### config.mk
export PLATFORM = sky130hd
export DESIGN_NAME = ecip_muldiv
export DESIGN_NICKNAME = d
export VERILOG_FILES = /design/src/sv/ecip_muldiv.sv
export SDC_FILE = /design/constraint.sdc
export NUM_CORES = 1
export LEC_CHECK = 0
export BUFFER_PORTS_ARGS = -buffer_cell sky130_fd_sc_hd__buf_2
export CAP_MARGIN = 20
export CORE_ASPECT_RATIO = 1.4
export CORE_UTILIZATION = 30
export CTS_CLUSTER_DIAMETER = 200
export DETAILED_ROUTE_END_ITERATION = 6
export GPL_TIMING_DRIVEN = 1
export PLACE_DENSITY = 0.5
export SLEW_MARGIN = 10
export SYNTH_ARGS = -nofsm -noshare
export SYNTH_HDL_FRONTEND = slang
export SYNTH_SLANG_ARGS = --single-unit
export TNS_END_PERCENT = 100
### constraint.sdc
create_clock -name clk -period 16.3 [get_ports clk]
set_input_delay 2.445 -clock clk [delete_from_list [all_inputs] [get_ports clk]]
set_output_delay 2.445 -clock clk [all_outputs]
set_load 0.005 [all_outputs]
### src/sv/ecip_muldiv.sv
// ---------------------------------------------------------------------------
// ecip_muldiv
// Serial multiply then restoring divide: q = a * b / d, quotient below 2^34.
// ---------------------------------------------------------------------------
module ecip_muldiv (
  input  logic        clk,
  input  logic        rst,
  input  logic        start,
  input  logic [32:0] a,
  input  logic [31:0] b,
  input  logic [31:0] d,
  output logic        done,
  output logic [33:0] q
);

  typedef enum logic [1:0] {M_IDLE, M_MUL, M_DIV} mstate_t;

  mstate_t     state;
  logic [5:0]  cnt;
  logic [32:0] a_r;
  logic [31:0] b_sh;
  logic [31:0] d_r;
  logic [64:0] acc;
  logic [33:0] dlow;
  logic [33:0] rem;
  logic [64:0] acc_next;
  logic [33:0] r2;

  always_comb begin
    acc_next = {acc[63:0], 1'b0} + (b_sh[31] ? {32'd0, a_r} : 65'd0);
    r2       = {rem[32:0], dlow[33]};
  end

  always_ff @(posedge clk) begin
    if (rst) begin
      state <= M_IDLE;
      done  <= 1'b0;
    end else begin
      done <= 1'b0;
      unique case (state)
        M_IDLE: begin
          if (start) begin
            a_r   <= a;
            b_sh  <= b;
            d_r   <= d;
            acc   <= '0;
            cnt   <= 6'd0;
            state <= M_MUL;
          end
        end
        M_MUL: begin
          acc  <= acc_next;
          b_sh <= {b_sh[30:0], 1'b0};
          cnt  <= cnt + 6'd1;
          if (cnt == 6'd31) begin
            rem   <= {3'd0, acc_next[64:34]};
            dlow  <= acc_next[33:0];
            q     <= '0;
            cnt   <= 6'd0;
            state <= M_DIV;
          end
        end
        M_DIV: begin
          dlow <= {dlow[32:0], 1'b0};
          if (r2 >= {2'd0, d_r}) begin
            rem <= r2 - {2'd0, d_r};
            q   <= {q[32:0], 1'b1};
          end else begin
            rem <= r2;
            q   <= {q[32:0], 1'b0};
          end
          cnt <= cnt + 6'd1;
          if (cnt == 6'd33) begin
            done  <= 1'b1;
            state <= M_IDLE;
          end
        end
        default: state <= M_IDLE;
      endcase
    end
  end

endmodule

==> impl_metrics.json <==
{
  "outcome": "complete, no violations",
  "min_path_type": "reg2reg",
  "critPathCaptureType": "register",
  "die_x_microns": 189.2,
  "grt_pass1_vias": 10520,
  "area_delta_synth_final_pct": 16.68,
  "syn_area_per_cell_sq_um": 11.41,
  "htreeDepth": 1,
  "power_switching_uw": 633.0,
  "ys.flop_type": "edfxtp_1",
  "synth.largest_area_cell": "edfxtp_1",
  "cts_buffers": 29,
  "cts_max_path_buffers": 3,
  "synth-edff-count": 268,
  "max_cap_viol_count": 0,
  "synth-async-reset-ratio": 0,
  "path_class": "reg2reg",
  "fin_nets": 1588,
  "internal_power_mw": 1.534,
  "ir_drop_mv": 0.07576,
  "antenna_found_initial": 0,
  "synth_area_leaders": "edfxtp_1 55%, ha_1 5.9%, and2_1 3.2%, xor2_1 3.0%, mux2_2 2.9%",
  "placementRows": 95,
  "dr.pass1.iters": 6,
  "gp_congestion": 0.8750,
  "slew_headroom": 0.3707,
  "setup_viol": 0,
  "dp_worst_setup_slack_ps": 11740,
  "hold_depth": 2,
  "drc": 0,
  "synth.distinct_cells": 78,
  "postCtsSetupRepairBufs": 0,
  "track_usage": 0.1376,
  "reg2regPathDepth": 13,
  "pwr-share-seq": 0.428,
  "post_cts_resized": 0,
  "tns_ps": 0,
  "coreArea_sq_um": 48260,
  "ys_seq_area_frac": 0.5510,
  "ios": 135,
  "dp_hpwl_mm": 23.74,
  "initial_utilization": 0.3049,
  "power.density_nw_per_um2": 126.2,
  "pwr-share-comb": 0.232,
  "cts-root-buf": "clkbuf_16",
  "postRouteAntennaNets": 0,
  "wire_per_inst_microns": 16.44,
  "vias": 9936,
  "clkSinkCount": 271,
  "ys_seq_elements": 271,
  "clock_skew_ps": 20.59,
  "cts_tree": "done",
  "fmax_ghz": 0.2335,
  "die_h_microns": 264.0,
  "power_leakage_nw": 6.442,
  "grt_start_max_net_pins": 68,
  "grt_pass1_wl_mm": 55.25,
  "viasPerCell": 4.802,
  "dieArea_sq_um": 49950,
  "finalCriticalPeriod_ps": 4282,
  "arrival_ps": 4590,
  "hold_viol": 0,
  "drt_iter0_markers": 471,
  "worstMarginPinSlew_ps": 944.0,
  "antenna_cells": 0,
  "fin_area_sq_um": 17170,
  "grt-ovfl-total": 0,
  "yosys-top-cells-count": "268 x edfxtp_1, 109 x nor2_1, 94 x nand2_1, 78 x a21oi_1, 75 x and2_1",
  "rsz0062_at_grt": "no",
  "netlist_area_sq_um": 14710,
  "synth_top_area_frac": 0.5469,
  "synth_fp_nets": 1461,
  "clock_power_share": 0.340,
  "yosys_warnings": 0,
  "finalCritPeriodShare": 0.2627,
  "fin_ws_ps": 12020,
  "drv_slew": 0,
  "wirelength_mm": 34.02,
  "yosysMostFrequentCell": "edfxtp_1",
  "hold_ws_ps": 524.7,
  "portBuffers": 134,
  "startpoint_type": "register",
  "synthCells": 1290,
  "placed_area_sq_um": 16100,
  "clk_latency_ps": 590,
  "hold_buffers": 0,
  "cts.clk_slew.worst_paths_ps": 60,
  "drive_gt1_frac": 0.1814,
  "p_sw_frac": 0.2921,
  "required_ps": 16610,
  "cp_max_fo": 34
}
-- per-layer routing --
metal	part of all wire	global-route usage	wire length, microns	vias up
li1	-	-	-	4981
met2	0.52	0.2581	17750	146
met1	0.43	0.1599	14540	4755
met5	0	0	0	-
met4	0.024	0.04468	825	0
met3	0.026	0.01647	900	54
-- cells in the final DEF, fill, tap and decap left out, types with 4 or more instances in the layout --
master | Yosys | routed
and2_1 | 75 | 75
o21a_1 | 10 | 10
nand2b_1 | 7 | 7
o21ai_0 | 74 | 74
edfxtp_1 | 268 | 268
o21bai_1 | 12 | 12
o211ai_1 | 5 | 5
nand3_1 | 40 | 40
a21oi_1 | 78 | 77
mux2i_1 | 19 | 19
clkbuf_8 | 0 | 6
xnor2_1 | 40 | 40
nor2_1 | 109 | 108
and3_1 | 13 | 13
a31oi_1 | 7 | 7
nand4_1 | 21 | 21
clkbuf_16 | 0 | 29
ha_1 | 69 | 67
buf_2 | 3 | 134
nor3_1 | 17 | 17
xor2_1 | 50 | 50
a21o_1 | 28 | 28
inv_1 | 67 | 67
nor2b_1 | 8 | 8
nand2_1 | 94 | 94
and4_1 | 7 | 7
buf_4 | 2 | 11
a211oi_1 | 12 | 12
bufinv_16 | 0 | 6
mux2_2 | 38 | 38
o21ai_1 | 4 | 4
o31ai_1 | 4 | 4
-- logic make-up after synthesis --
family / share of synthesized area
AOI/OAI and AO/OA: 0.1239
xor gates and xnor gates: 0.05357
adders and majority gates: 0.06139
buffers and inverters: 0.03087
DFF: 0.5510
muxes: 0.04201
and+or+nand+nor: 0.1372
-- registers in the layout (all words and copies together) (netlist names) --
| register | flops |
|---|---|
| rem | 33 |
| a_r | 33 |
| state | 2 |
| cnt | 6 |
| acc | 64 |
| done | 1 |
| q | 34 |
| d_r | 32 |
| b_sh | 32 |
| dlow | 34 |
-- worst paths after layout --
path                               start       end  slack [ps]
worst max register to register  b_sh[31]    rem[9]       12020
worst max-delay path            b_sh[31]    rem[9]       12020
worst min register to register  dlow[23]  dlow[24]         520
worst min-delay path            dlow[23]  dlow[24]         520
-- power by group through the flow --
| stage | registers, mW | logic (mW) | clock network (mW) |
|---|---|---|---|
| floorplan | 0.944 | 0.374 | 0 |
| finish | 0.927 | 0.502 | 0.737 |
| global placement | 0.942 | 0.505 | 0 |
| CTS | 0.929 | 0.510 | 0.763 |
| detailed placement | 0.942 | 0.508 | 0 |
| global route | 0.937 | 0.567 | 0.788 |
-- stage by stage --
stage,total power [mW],instances,util
global route,2.292,2069,0.3557
CTS,2.203,2068,0.3556
finish,2.167,2069,0.3557
global placement,1.447,2015,0.3335
floorplan,1.318,1290,-
detailed placement,1.450,2015,0.3335
-- worst max-delay path: stages (launching register included) --
cell and delay, ps:
edfxtp_1 770, and2_1 340, ha_1 220, fa_1 440
a211oi_2 280, o21ai_2 120, a2111oi_4 520, o31ai_4 170
a211oi_4 340, o31ai_2 180, buf_4 220, nand3_1 100
xor2_1 210, mux2i_1 90
-- layout make-up --
cell class,count,area (sq um)
multi-input combinational,903,6202
fill,4928,31090
inverter,67,251.5
clock inverter,15,245.2
timing repair buffer,145,753.2
sequential,271,8108
clock buffer,38,819.5
tap,630,788.3
Note: power is estimated with default switching activity, not from simulation.
